### src/hdl/cqs_pkg.sv
// shared types and constants for the circular queue with search
// no dependencies
package cqs_pkg;

	localparam int DATA_W    = 32;
	localparam int SLOTS_DEF = 16;

	typedef enum logic [1:0] {
		CMD_INSERT = 2'd0,
		CMD_DELETE = 2'd1,
		CMD_SEARCH = 2'd2
	} cmd_t;

	typedef enum logic [1:0] {
		ST_OK    = 2'd0,
		ST_FULL  = 2'd1,
		ST_EMPTY = 2'd2
	} status_t;

	typedef struct packed {
		logic signed [DATA_W-1:0] removed_value;
		status_t                  status;
		logic                     found;
	} res_t;

endpackage

### src/hdl/cqs_slot_ram.sv
// slot store: one write port, one read port with registered read data
// depends on cqs_pkg
module cqs_slot_ram #(
	parameter int DEPTH = cqs_pkg::SLOTS_DEF,
	parameter int AW    = $clog2(DEPTH)
) (
	input  logic                                clk,
	input  logic                                wr_en,
	input  logic [AW-1:0]                       wr_addr,
	input  logic signed [cqs_pkg::DATA_W-1:0]   wr_data,
	input  logic [AW-1:0]                       rd_addr,
	output logic signed [cqs_pkg::DATA_W-1:0]   rd_data
);
	import cqs_pkg::*;

	logic signed [DATA_W-1:0] mem_q [DEPTH];

	always_ff @(posedge clk) begin
		if (wr_en) begin
			mem_q[wr_addr] <= wr_data;
		end
	end

	always_ff @(posedge clk) begin
		rd_data <= mem_q[rd_addr];
	end

endmodule

### src/hdl/cqs_ctrl.sv
// sequencer: head and tail indices, command decode and the search scan
// one compare against the slot read each cycle; depends on cqs_pkg
module cqs_ctrl #(
	parameter int SLOTS = cqs_pkg::SLOTS_DEF,
	parameter int IDX_W = $clog2(SLOTS)
) (
	input  logic                                clk,
	input  logic                                arst_n,
	input  logic                                in_valid,
	output logic                                in_ready,
	input  cqs_pkg::cmd_t                       in_cmd,
	input  logic signed [cqs_pkg::DATA_W-1:0]   in_data,
	output logic                                wr_en,
	output logic [IDX_W-1:0]                    wr_addr,
	output logic signed [cqs_pkg::DATA_W-1:0]   wr_data,
	output logic [IDX_W-1:0]                    rd_addr,
	input  logic signed [cqs_pkg::DATA_W-1:0]   rd_data,
	input  logic                                out_free,
	output logic                                done,
	output cqs_pkg::res_t                       res
);
	import cqs_pkg::*;

	typedef enum logic [3:0] {
		S_IDLE   = 4'b0001,
		S_RDWAIT = 4'b0010,
		S_SCAN   = 4'b0100,
		S_DONE   = 4'b1000
	} state_t;

	function automatic logic [IDX_W-1:0] ring_next(input logic [IDX_W-1:0] idx);
		return (idx == IDX_W'(SLOTS - 1)) ? '0 : idx + 1'b1;
	endfunction

	state_t                   state_q;
	logic [IDX_W-1:0]         head_q;
	logic [IDX_W-1:0]         tail_q;
	logic [IDX_W-1:0]         cur_q;
	logic signed [DATA_W-1:0] key_q;
	res_t                     res_q;

	logic [IDX_W-1:0] head_nxt;
	logic [IDX_W-1:0] tail_nxt;
	logic [IDX_W-1:0] cur_nxt;
	logic             full;
	logic             empty;
	logic             accept;

	always_comb begin
		head_nxt = ring_next(head_q);
		tail_nxt = ring_next(tail_q);
		cur_nxt  = ring_next(cur_q);
		full     = (tail_nxt == head_q);
		empty    = (head_q == tail_q);
		in_ready = (state_q == S_IDLE);
		accept   = in_valid && in_ready;
		wr_en    = accept && (in_cmd == CMD_INSERT) && !full;
		wr_addr  = tail_nxt;
		wr_data  = in_data;
		rd_addr  = (state_q == S_IDLE) ? head_nxt : cur_nxt;
		done     = (state_q == S_DONE) && out_free;
		res      = res_q;
	end

	always_ff @(posedge clk or negedge arst_n) begin
		if (!arst_n) begin
			state_q <= S_IDLE;
			head_q  <= '0;
			tail_q  <= '0;
		end else begin
			case (state_q)
				S_IDLE: begin
					if (in_valid) begin
						case (in_cmd)
							CMD_INSERT: begin
								if (!full) begin
									tail_q <= tail_nxt;
								end
								state_q <= S_DONE;
							end
							CMD_DELETE: begin
								if (empty) begin
									state_q <= S_DONE;
								end else begin
									head_q  <= head_nxt;
									state_q <= S_RDWAIT;
								end
							end
							CMD_SEARCH: begin
								state_q <= empty ? S_DONE : S_SCAN;
							end
							default: begin
								state_q <= S_DONE;
							end
						endcase
					end
				end
				S_RDWAIT: begin
					state_q <= S_DONE;
				end
				S_SCAN: begin
					if ((rd_data == key_q) || (cur_q == tail_q)) begin
						state_q <= S_DONE;
					end
				end
				S_DONE: begin
					if (out_free) begin
						state_q <= S_IDLE;
					end
				end
				default: begin
					state_q <= S_IDLE;
				end
			endcase
		end
	end

	// result and scan payload
	always_ff @(posedge clk) begin
		case (state_q)
			S_IDLE: begin
				if (in_valid) begin
					cur_q <= head_nxt;
					key_q <= in_data;
					if (in_cmd == CMD_INSERT && full) begin
						res_q <= '{removed_value: '0, status: ST_FULL, found: 1'b0};
					end else if (in_cmd == CMD_DELETE && empty) begin
						res_q <= '{removed_value: '0, status: ST_EMPTY, found: 1'b0};
					end else begin
						res_q <= '0;
					end
				end
			end
			S_RDWAIT: begin
				res_q.removed_value <= rd_data;
			end
			S_SCAN: begin
				if (rd_data == key_q) begin
					res_q.found <= 1'b1;
				end else if (cur_q != tail_q) begin
					cur_q <= cur_nxt;
				end
			end
			default: begin
			end
		endcase
	end

endmodule

### src/hdl/circular_queue_with_search.sv
// top level of the circular queue with search: sequencer, slot store, output register
// depends on cqs_pkg, cqs_slot_ram and cqs_ctrl
//
// usage:
//   one request beat on the s_ channel: s_tuser is the command (insert, delete,
//   search), s_tdata the word to insert or look for. every request gives
//   exactly one result beat on the m_ channel: m_tdata the removed word,
//   m_tuser the status and the found flag.
//   the queue holds up to SLOTS-1 words; an insert into a full queue is
//   dropped with a full status, a delete from an empty queue is refused
//   with an empty status.
// timing:
//   insert and unused commands: the sequencer goes from idle straight to its
//   result state. delete: a read-wait state first, for the registered slot read.
//   search: a scan state compares the stored words in turn until a match or
//   the newest word, at most SLOTS-1 words; the slot read port gives
//   one word per cycle to the single comparator.
//   s_tready is high only while the sequencer is idle, one request at a time.
// reset clears head and tail, so the queue starts empty; no result is held.
// when the receiver stalls the result waits in the output register and the
// next request is taken, but its result waits until that register is free.
module circular_queue_with_search #(
	parameter int SLOTS = cqs_pkg::SLOTS_DEF
) (
	input  logic                                clk,
	input  logic                                arst_n,
	input  logic                                s_tvalid,
	output logic                                s_tready,
	input  logic [cqs_pkg::DATA_W-1:0]          s_tdata,  // data_value
	input  logic [1:0]                          s_tuser,  // command
	output logic                                m_tvalid,
	input  logic                                m_tready,
	output logic [cqs_pkg::DATA_W-1:0]          m_tdata,  // removed_value
	output logic [2:0]                          m_tuser   // status, found
);
	import cqs_pkg::*;

	localparam int IDX_W = $clog2(SLOTS);

	logic                     wr_en;
	logic [IDX_W-1:0]         wr_addr;
	logic signed [DATA_W-1:0] wr_data;
	logic [IDX_W-1:0]         rd_addr;
	logic signed [DATA_W-1:0] rd_data;
	logic                     out_free;
	logic                     done;
	res_t                     res;
	logic                     m_tvalid_q;
	res_t                     out_q;

	cqs_ctrl #(
		.SLOTS (SLOTS),
		.IDX_W (IDX_W)
	) u_ctrl (
		.clk      (clk),
		.arst_n   (arst_n),
		.in_valid (s_tvalid),
		.in_ready (s_tready),
		.in_cmd   (cmd_t'(s_tuser)),
		.in_data  (signed'(s_tdata)),
		.wr_en    (wr_en),
		.wr_addr  (wr_addr),
		.wr_data  (wr_data),
		.rd_addr  (rd_addr),
		.rd_data  (rd_data),
		.out_free (out_free),
		.done     (done),
		.res      (res)
	);

	cqs_slot_ram #(
		.DEPTH (SLOTS),
		.AW    (IDX_W)
	) u_ram (
		.clk     (clk),
		.wr_en   (wr_en),
		.wr_addr (wr_addr),
		.wr_data (wr_data),
		.rd_addr (rd_addr),
		.rd_data (rd_data)
	);

	assign out_free = !m_tvalid_q || m_tready;

	always_ff @(posedge clk or negedge arst_n) begin
		if (!arst_n) begin
			m_tvalid_q <= 1'b0;
		end else if (done) begin
			m_tvalid_q <= 1'b1;
		end else if (m_tready) begin
			m_tvalid_q <= 1'b0;
		end
	end

	always_ff @(posedge clk) begin
		if (done) begin
			out_q <= res;
		end
	end

	assign m_tvalid = m_tvalid_q;
	assign m_tdata  = unsigned'(out_q.removed_value);
	assign m_tuser  = {out_q.found, out_q.status};

endmodule
### config.mk
export PLATFORM = sky130hd
export DESIGN_NAME = circular_queue_with_search
export DESIGN_NICKNAME = d
export VERILOG_FILES = /design/src/hdl/cqs_pkg.sv /design/src/hdl/cqs_slot_ram.sv /design/src/hdl/cqs_ctrl.sv /design/src/hdl/circular_queue_with_search.sv
export SDC_FILE = /design/constraint.sdc
export NUM_CORES = 1
export LEC_CHECK = 0
export ABC_AREA = 1
export BUFFER_PORTS_ARGS = -buffer_cell sky130_fd_sc_hd__buf_2
export CORE_ASPECT_RATIO = 1.2
export CORE_UTILIZATION = 50
export CTS_BUF_LIST = sky130_fd_sc_hd__clkbuf_2
export DETAILED_ROUTE_END_ITERATION = 6
export GPL_TIMING_DRIVEN = 0
export PLACE_DENSITY = 0.69
export SYNTH_ARGS = -nofsm -noshare
export SYNTH_HDL_FRONTEND = slang
export SYNTH_SLANG_ARGS = --single-unit
### constraint.sdc
create_clock -name clk -period 4.95 [get_ports clk]
set_input_delay 0.99 -clock clk [delete_from_list [all_inputs] [get_ports clk]]
set_output_delay 0.99 -clock clk [all_outputs]
set_load 0.05 [all_outputs]
==> flow_summary_export.csv, run 1 <==
group,metric,value,unit
setup_path,slowest_delay,0.71,ns
yosys,synth.area.mux_share,0,
global_route,grt_first_pass_wirelength,115000,um
pwr,clkPwrFrac,0.165,
die,std_cell_rows,93,
yosys,postSynthNetCount,2473,
setup_path,crit_buf_inv,3,
yosys,synth_area_leaders,"edfxtp_1, nand2_1, nand3_1",
sta,worstMarginPinSlew,1.38,ns
sta,fmax,0.257,GHz
pwr,power,0.0215,W
pwr,power.switching,0.0105,W
place,dp_cells,3228,
setup_path,crit_arrival,4.71,ns
yosys,synth.distinct_cells,27,
worst_hold_path,min_to,"u_ctrl.state_q[0]",
worst_hold_path,hold_path_depth,4,
sta,rsz0062_at_grt,"no",
yosys,synth-simple-area-share,0.227,
sta,worst_slack,1.06,ns
pwr,ir_worst_vdd,0.000465,V
route,viasPerCell,5.54,
clock_network,cts_tree,"yes",
pwr,p_seq_frac,0.321,
job,cap_violations,0,
die,die_x,216,um
die,initial_core_util,0.509,
yosys,synthArstFlopShare,0.0196,
sta,report.final.slew_viol_count,0,
route,detail_route.first_pass.iterations,6,
setup_path,crit_family,"simple AND/OR/NAND/NOR gates",
pwr,combPwrFrac,0.514,
route,ant_nets,0,
setup_path,r2r_start,"u_ctrl.state_q[0]",
setup_path,end_kind,"flop",
yosys,synth_compound_area_frac,0.00369,
clock_network,cts_root_buffer,"clkbuf_2",
setup_path,start_kind,"flop",
pwr,power.density,700,nW/um^2
pwr,p_leak,12.4,nW
finish,fin_nets,2723,
yosys,synth_seq_area_share,0.711,
yosys,yosys.area.top_type,"edfxtp_1",
setup_path,reg2regPathDepth,9,
clock_network,clk_pin_slew,0.10,ns
setup_path,worstPathRequired,5.77,ns
global_route,grtUsageTotal,0.280,
finish,drive_above_1_share,0.173,
global_route,grt_pass1_vias,18800,
yosys,synth_area_per_cell,11.3,um^2
setup_path,crit_type,"flop to flop",
die,ioPinCount,75,
die,core,54000,um^2
route,vias,19500,
yosys,synth_top_family_by_area,"simple AND/OR/NAND/NOR gates",
place,port_buffers,74,
yosys,synth_flop_cell,"edfxtp_1",
global_route,grt_overflow,0,
sta,hold_viol,0,
setup_path,cp_slowest_cell,"nor2_4",
yosys,synth-edff-count,618,
pwr,swShare,0.486,
yosys,netlist_area,27500,um^2
sta,min_period_over_period,0.785,
clock_network,tritoncts.num_buffers,155,
sta,skew,0.0901,ns
global_route,grt_start_max_net_pins,36,
die,dieArea,55900,um^2
clock_network,post_cts.repair.setup_buffers,0,
yosys,synth_top_area_frac,0.676,
clock_network,clk_latency,1.20,ns
setup_path,reg2reg_to,"u_ram.mem_q[1][10]",
route,wirelength,77100,um
status,outcome,"finished, final reports clean",
yosys,ys_seq_elements,663,
setup_path,cp_max_fo,20,
place,dp.final_hpwl,52000,um
route,drcViolationCount,0,
setup_path,r2r_slack,1.06,ns
yosys,synth_xor_area_frac,0.00734,
route,drt_iter0_drc,2431,
finish,fin_cells,3513,
pwr,p_int,0.0111,W
worst_hold_path,hp-start,"s_tvalid",
setup_path,cp_num_cells,9,
global_route,antenna_found_initial,2,
worst_hold_path,hp-class,"input port to flop",
place,gp_congestion,0.921,
sta,report.final.setup_viol,0,
place,dp_slack,0.776,ns
route,post_drt_wl_per_cell,22.0,um
die,die_h,259,um
clock_network,clock_sink_count,663,
clock_network,ctsLongestPathBuffers,3,
yosys,ys.warnings.count,0,
clock_network,h-tree-depth,4,
yosys,synthCells,2425,
sta,slew_headroom,0.0816,
sta,layout_min_cycle_time,3.89,ns
finish,syn2layout_area_growth,11.9,%
setup_path,path_cells,"inv_2 -> nor2_2 -> nand2_2 -> nor2_4 -> inv_1 -> nor2_2 -> nand3_1 -> nor2_4 -> buf_12",
yosys,synth_adder_area_share,0.00456,
## area by class of cell
class / count / area (um^2)
well taps: 712 / 891
flip-flops and latches: 663 / 19500
repair buffers: 93 / 791
diodes: 1 / 2.50
multi-input cells: 1479 / 6800
clock buffers: 239 / 1200
plain buffers: 138 / 726
fillers: 4485 / 23300
inverters: 145 / 544
clock inverters: 43 / 254
## repair_timing
action	in CTS	in global routing
gates resized for setup	0	0
endpoints found under the hold margin	14	0
hold buffers	2	0
## metrics by stage
step	area [um^2]	hold slack [ns]	setup TNS, ns	utilization
floorplan	27500	0.400	0	-
global placement	28700	0.401	-1139.94	0.532
detailed placement	29300	0.405	0	0.542
CTS	30700	0.0545	0	0.569
global route	30700	0.114	0	0.569
finish	30700	0.119	0	0.569
## routing by layer
metal  routed length, um  vias up  GRT usage  part of all wire
met5                   0        -          0                 0
met4                3740        0      0.148             0.048
met3                7280      239     0.0519             0.094
met2               37100     1131      0.460              0.48
met1               29000     9206      0.355              0.38
li1                    -     8889          -                 -
## registers in the layout (all words and copies together), names as in the netlist
register / cells
u_ctrl.res: 35
u_ram.mem_q: 512
m_tvalid: 1
u_ctrl.head_q: 4
u_ram.rd_data: 32
u_ctrl.key_q: 32
u_ctrl.cur_q: 4
m_tuser: 3
u_ctrl.state_q: 4
m_tdata: 32
u_ctrl.tail_q: 4
## cells in the final DEF, fill, tap and decap left out
master         instances
nand2_1              804
edfxtp_1             618
nand3_1              475
clkbuf_2             239
buf_2                156
inv_1                142
nand3b_1              64
nor2_1                53
dfxtp_1               32
clkinv_1              29
buf_4                 26
clkbuf_1              23
xnor2_1               20
nor2_4                18
dfrtp_1               12
o21ai_0               11
ha_1                  10
buf_12                 9
clkinv_2               8
buf_16                 8
nand2_2                6
buf_1                  6
inv_2                  5
nand4_1                4
o21ai_1                4
xor2_1                 3
bufinv_16              3
a21oi_1                2
nor2_2                 2
dlygate4sd3_1          2
diode_2                1
nor2_8                 1
buf_6                  1
o21a_1                 1
o21ai_2                1
clkinvlp_4             1
dfstp_2                1
## power groups by stage
| stage | clock network, W | logic (W) | registers [W] |
|---|---|---|---|
| global route | 0.00386 | 0.0118 | 0.00695 |
| floorplan | 0 | 0.00654 | 0.00713 |
| global placement | 0 | 0.0105 | 0.00702 |
| CTS | 0.00359 | 0.0108 | 0.00690 |
| detailed placement | 0 | 0.0107 | 0.00703 |
| finish | 0.00355 | 0.0111 | 0.00690 |
## worst reg2reg max path: stages (launching register included)
cell     delay (ns)
dfstp_2        0.57
inv_2          0.04
nor2_2         0.09
nand2_2        0.14
nor2_4         0.58
inv_1          0.33
nor2_2         0.37
nand3_1        0.41
nor2_4         0.71
buf_12         0.27
## cells by family after synthesis
logic type / Yosys count
XOR/XNOR: 23
buffers and inverters: 283
flip-flops: 663
AND/OR/NAND/NOR: 1427
adder cells (fa/ha/maj): 10
AO/OA/AOI/OAI: 19
## cell usage after synthesis (all sizes together) (4+ instances only)
cell type,count
clkbuf,23
dfxtp,32
ha,10
xnor2,20
nor2,74
nand4,4
edfxtp,618
dfrtp,12
buf,115
nand3b,64
nand3,475
nand2,810
o21ai,16
inv,145
## how the worst max path moves through the flow
stage                    endpoint              start  slack [ns]
3_3_place_gp   u_ram.mem_q[6][18]           s_tvalid       -2.37
2_1_floorplan   u_ram.mem_q[0][0]           s_tvalid        0.47
5_1_grt        u_ram.mem_q[2][30]  u_ctrl.state_q[3]        0.88
4_1_cts        u_ram.mem_q[2][24]  u_ctrl.state_q[0]        1.07
3_5_place_dp   u_ram.mem_q[2][19]           s_tvalid        0.78
6_report       u_ram.mem_q[1][10]  u_ctrl.state_q[0]        1.06
(Power assumes the default switching activity.)
==> run 2, diff against run 1 <==
PLACE_DENSITY = 0.66   (was 0.69)
clock period = 4.1 ns   (was 4.95 ns; I/O delays follow)
==> run 2 against run 1 <==
Sequential cell count stayed put; fmax grew 2.8%; cell area up 0.83%; utilization up 0.47 points; sequential power grew 21%; die area did not move; critical endpoint is now u_ram.mem_q[3][22].
==> flow_summary_export.csv, run 2 (same netlist as run 1, synthesis figures left out) <==
group,metric,value,unit
status,outcome,"finished, final reports clean",
pwr,clkPwrFrac,0.162,
die,dieArea,55900,um^2
finish,largest_register,"u_ram.mem_q",
place,port_buffers,74,
clock_network,cts_tree,"yes",
clock_network,h-tree-depth,4,
finish,fin_nets,2760,
global_route,antenna_found_initial,2,
global_route,grt_start_max_net_pins,36,
pwr,power,0.0260,W
sta,fmax,0.265,GHz
setup_path,crit_type,"flop to flop",
sta,report.final.setup_viol,0,
clock_network,clk_latency,1.22,ns
sta,skew,0.124,ns
sta,rsz0062_at_grt,"no",
route,drt_iter0_drc,1987,
route,post_drt_wl_per_cell,22.2,um
setup_path,slowest_delay,0.72,ns
setup_path,cp_max_fo,17,
clock_network,post_cts_resized,0,
pwr,p_seq_frac,0.321,
global_route,grtUsageTotal,0.284,
setup_path,r2r_start,"u_ctrl.state_q[0]",
route,ant_nets,0,
sta,finalSetupTns,0,ns
worst_hold_path,hp-class,"input port to flop",
setup_path,reg2reg_to,"u_ram.mem_q[3][22]",
clock_network,clk_pin_slew,0.10,ns
route,viasPerCell,5.52,
place,dpl-instance-area,29200,um^2
sta,hold_viol,0,
pwr,swShare,0.489,
setup_path,path_cells,"inv_2 -> nor2_2 -> nand2_2 -> nor2_4 -> inv_1 -> nor2_2 -> nand3_1 -> nor2_4 -> buf_12",
worst_hold_path,hold_path_depth,1,
die,initial_core_util,0.509,
die,die_h,259,um
global_route,grt_first_pass_wirelength,116000,um
clock_network,cts_hold_buf,36,
die,ioPinCount,75,
worst_hold_path,hp-start,"s_tdata[21]",
sta,layout_min_cycle_time,3.78,ns
finish,fillers,4528,
finish,design_area,31000,um^2
sta,slew_headroom,0.0915,
setup_path,end_kind,"flop",
job,cap_violations,0,
clock_network,post_cts.repair.setup_buffers,0,
global_route,grt_pass1_vias,19100,
setup_path,reg2regPathDepth,9,
clock_network,tritoncts.num_buffers,158,
clock_network,ctsLongestPathBuffers,3,
sta,min_period_over_period,0.922,
pwr,power.switching,0.0127,W
finish,final_cell_mix,"nand2_1, edfxtp_1, nand3_1",
pwr,p_int,0.0133,W
clock_network,clock_sink_count,663,
place,dp.final_hpwl,52400,um
pwr,p_leak,12.5,nW
route,wirelength,78700,um
global_route,grt_overflow,0,
die,core,54000,um^2
route,vias,19600,
pwr,ir_worst_vdd,0.000464,V
die,std_cell_rows,93,
finish,largest_reg_flops,512,
place,gp_congestion,0.915,
route,detail_route.first_pass.iterations,6,
pwr,combPwrFrac,0.517,
setup_path,cp_slowest_cell,"nor2_4",
finish,layout_commonest_cell,"nand2_1",
worst_hold_path,min_to,"u_ctrl.key_q[21]",
clock_network,cts_root_buffer,"clkbuf_2",
finish,syn2layout_area_growth,12.8,%
setup_path,r2r_slack,0.32,ns
setup_path,start_kind,"flop",
sta,report.final.slew_viol_count,0,
sta,hold_ws,0.114,ns
die,die_x,216,um
sta,worstMarginPinSlew,1.36,ns
setup_path,crit_arrival,4.59,ns
setup_path,worstPathRequired,4.91,ns
pwr,power.density,838,nW/um^2
route,drcViolationCount,0,
finish,drive_above_1_share,0.170,
## run 2: worst max path at each step
stage               cells after the start                  to  slack [ns]         startpoint
global route                            9  u_ram.mem_q[2][17]        0.18  u_ctrl.state_q[0]
detailed placement                      8  u_ram.mem_q[6][17]        0.24           s_tvalid
finish                                  9  u_ram.mem_q[3][22]        0.32  u_ctrl.state_q[0]
floorplan                               6   u_ram.mem_q[0][0]       -0.21           s_tvalid
global placement                        7  u_ram.mem_q[0][18]       -3.02           s_tvalid
CTS                                     9  u_ram.mem_q[3][22]        0.34  u_ctrl.state_q[0]
## run 2: critical path: cells and delay by family (launching register included)
family | cells | cell delay, ns
DFF | 1 | 0.57
buffers and inverters | 3 | 0.58
and+or+nand+nor | 6 | 2.23
## run 2: area by class of cell
type	count	area (um^2)	share of cell area
flip-flops and latches	663	19500	0.630
diodes	4	10.0	0.000323
clock inverters	42	201	0.00650
repair buffers	127	1090	0.0351
inverters	145	544	0.0176
well taps	712	891	0.0288
plain buffers	138	726	0.0234
multi-input cells	1479	6800	0.219
clock buffers	240	1200	0.0388
## run 2: power groups by stage
stage | Sequential [W] | Combinational [W] | Clock [W]
finish | 0.00833 | 0.0134 | 0.00420
global route | 0.00838 | 0.0144 | 0.00457
CTS | 0.00833 | 0.0131 | 0.00426
detailed placement | 0.00849 | 0.0130 | 0
global placement | 0.00847 | 0.0128 | 0
floorplan | 0.00861 | 0.00790 | 0
## run 2: per-layer routing
layer,track usage,routed length (um),vias to the layer above
met5,0,0,-
met4,0.165,4140,0
met3,0.0565,7470,256
met2,0.462,37500,1156
met1,0.356,29600,9227
li1,-,-,8969
## run 2: stage by stage
step | utilization | setup slack [ns] | cells
after floorplan | - | -0.215 | 2425
after global placement | 0.532 | -3.02 | 3211
after detailed placement | 0.541 | 0.239 | 3228
after CTS | 0.574 | 0.337 | 3546
after global routing | 0.574 | 0.175 | 3550
final | 0.574 | 0.321 | 3550
==> run 3, diff against run 2 <==
ABC_AREA = default   (was 1)
CORE_MARGIN = 5   (was default)
==> run 3 against run 2 <==
Wire length is 15% lower; clock skew is 0.068 ns lower; cell area down 5.7%; fmax up 5.0%; power shrank 9.6%; global-route usage shrank 4.6 points; synthesized area shrank 6.4%; utilization decreased by 0.24 points; worst setup slack better by 0.18 ns; sequential cell count unchanged; critical endpoint is now u_ram.rd_data[22]; largest cell class unchanged.
==> flow_summary_export.csv, run 3 <==
group,metric,value,unit
setup_path,critPathLaunch,"u_ctrl.state_q[0]",
sta,slew_headroom,0.271,
clock_network,cts_tree,"yes",
setup_path,cp_max_fo,10,
clock_network,tritoncts.num_buffers,154,
status,outcome,"finished, final reports clean",
route,drcViolationCount,0,
place,dp_slack,0.661,ns
clock_network,post_cts_resized,0,
yosys,synth_seq_area_share,0.760,
yosys,synth-edff-count,618,
pwr,ir_worst_vdd,0.000535,V
die,die_x,217,um
setup_path,r2r_start,"u_ctrl.state_q[0]",
setup_path,crit_type,"flop to flop",
place,gp_congestion,0.817,
yosys,yosys-top-cells-count,"edfxtp_1, nand2_1, nand3_1, mux2i_1, xnor2_1",
yosys,ys.warnings.count,0,
finish,final_cell_mix,"edfxtp_1, nand2_1, clkbuf_2",
finish,syn2layout_area_growth,13.7,%
sta,worst_slack,0.501,ns
die,core,51100,um^2
pwr,swShare,0.428,
route,drt_iter0_drc,1938,
clock_network,post_cts.repair.setup_buffers,0,
clock_network,clk_pin_slew,0.11,ns
finish,fin_nets,1995,
yosys,synth_top_area_frac,0.722,
die,die_h,258,um
yosys,synthArstFlopShare,0.0196,
pwr,p_leak,10.7,nW
die,dieArea,56100,um^2
setup_path,start_kind,"flop",
worst_hold_path,hp-class,"input port to async pin",
clock_network,cts_root_buffer,"clkbuf_2",
setup_path,worstPathRequired,5.13,ns
clock_network,h-tree-depth,4,
global_route,grt_start_max_net_pins,28,
setup_path,crit_arrival,4.63,ns
sta,rsz0062_at_grt,"no",
yosys,synth_area_per_cell,15.5,um^2
sta,fmax,0.278,GHz
route,post_drt_wl_per_cell,24.7,um
place,port_buffers,74,
sta,min_period_over_period,0.878,
yosys,synth_flop_cell,"edfxtp_1",
setup_path,crit_buf_inv,2,
yosys,synth.distinct_cells,51,
yosys,yosys.area.top_type,"edfxtp_1",
pwr,power.density,803,nW/um^2
setup_path,crit_family,"simple AND/OR/NAND/NOR gates",
die,ioPinCount,75,
die,std_cell_rows,91,
pwr,combPwrFrac,0.455,
global_route,grt_pass1_vias,15400,
finish,largest_register,"u_ram.mem_q",
place,dp.final_hpwl,42300,um
clock_network,clock_sink_count,663,
clock_network,ctsLongestPathBuffers,3,
yosys,synth_most_common_cell,"edfxtp_1",
pwr,p_int,0.0134,W
setup_path,end_kind,"flop",
sta,worstMarginPinSlew,1.09,ns
pwr,power,0.0235,W
finish,drive_above_1_share,0.208,
setup_path,cp_common_cell,"nand3_1",
finish,largest_reg_flops,512,
global_route,grt_first_pass_wirelength,97900,um
pwr,clkPwrFrac,0.189,
yosys,synth_area_leaders,"edfxtp_1, mux2i_1, nand2_1",
pwr,p_seq_frac,0.356,
setup_path,slowest_delay,0.70,ns
sta,hold_viol,0,
route,ant_nets,0,
route,detail_route.first_pass.iterations,7,
setup_path,path_cells,"or4b_4 -> inv_1 -> mux2i_2 -> nand3_1 -> clkbuf_1 -> o32a_1 -> nand3_1",
die,initial_core_util,0.503,
finish,layout_commonest_cell,"edfxtp_1",
sta,skew,0.0560,ns
yosys,synthCells,1661,
global_route,grtUsageTotal,0.238,
finish,fillers,4032,
route,vias,15700,
sta,finalSetupTns,0,ns
clock_network,clk_latency,1.16,ns
sta,report.final.setup_viol,0,
clock_network,cts_hold_buf,36,
setup_path,cp_slowest_cell,"mux2i_2",
pwr,power.switching,0.0100,W
global_route,antenna_found_initial,2,
yosys,postSynthNetCount,1709,
route,wirelength,67200,um
yosys,ys_seq_elements,663,
sta,layout_min_cycle_time,3.60,ns
global_route,grt_overflow,0,
route,viasPerCell,5.77,
yosys,netlist_area,25700,um^2
job,cap_violations,0,
sta,report.final.slew_viol_count,0,
-- run 3: cell types whose count changed after synthesis, sizes merged, moves of 30 or more --
cell    delta
nand3    -278
nand2    -526
o32a      +30
a32oi     +32
mux2i    +158
buf       -60
nand3b    -64
and2      +35
inv      -137
nor2      -58
-- run 3: worst paths after layout --
check | cells past startpoint | to | slack, ns
worst max-delay path | 7 | u_ram.rd_data[22] | 0.50
worst min-delay path | 2 | u_ctrl.head_q[1] | 0.12
worst max register to register | 7 | u_ram.rd_data[22] | 0.50
worst min register to register | 0 | m_tdata[23] | 0.42
max in group asynchronous | 2 | u_ctrl.state_q[0] | 3.68
min in group clk | 3 | u_ctrl.state_q[1] | 0.19
-- run 3: cells by family (layout without fill, tap and decap cells) --
kind of cell,after synthesis,after routing,synth area share
AO/OA/AOI/OAI,97,97,0.0316
XOR/XNOR,49,49,0.0167
adder cells (fa/ha/maj),10,10,0.00487
buffers and inverters,96,510,0.0187
flip-flops,663,663,0.760
multiplexers,162,162,0.0636
other,0,1,0
AND/OR/NAND/NOR,584,584,0.105
-- run 3: layout make-up --
| type | count | area, um^2 | area share |
|---|---|---|---|
| Timing Repair Buffer | 130 | 1130 | 0.0385 |
| Multi-Input combinational cell | 902 | 5730 | 0.196 |
| Inverter | 8 | 30.0 | 0.00103 |
| Clock buffer | 233 | 1170 | 0.0399 |
| Tap cell | 651 | 815 | 0.0279 |
| Antenna cell | 1 | 2.50 | 0.0000856 |
| Clock inverter | 51 | 370 | 0.0127 |
| Buffer | 88 | 452 | 0.0155 |
| Sequential cell | 663 | 19500 | 0.668 |
-- run 3: routing by layer --
layer / GRT usage / share of wire / routed length (um)
met1: 0.312 / 0.38 / 25800
met2: 0.393 / 0.49 / 33000
met3: 0.0497 / 0.093 / 6240
met4: 0.0943 / 0.033 / 2220
met5: 0 / 0 / 0
-- run 3: power by group through the flow --
stage,clock network [W],logic [W],registers (W)
6_report,0.00442,0.0107,0.00836
5_1_grt,0.00489,0.0113,0.00840
4_1_cts,0.00452,0.0106,0.00835
3_5_place_dp,0,0.0105,0.00851
3_3_place_gp,0,0.0103,0.00851
2_1_floorplan,0,0.00661,0.00858
-- run 3: per-stage QoR --
step	std cells	hold slack [ns]	util	area, um^2
6_report	2727	0.121	0.572	29200
5_1_grt	2727	0.0672	0.572	29200
4_1_cts	2726	0.0331	0.571	29200
3_5_place_dp	2406	0.405	0.534	27300
3_3_place_gp	2386	0.401	0.526	26900
2_1_floorplan	1661	0.400	-	25700
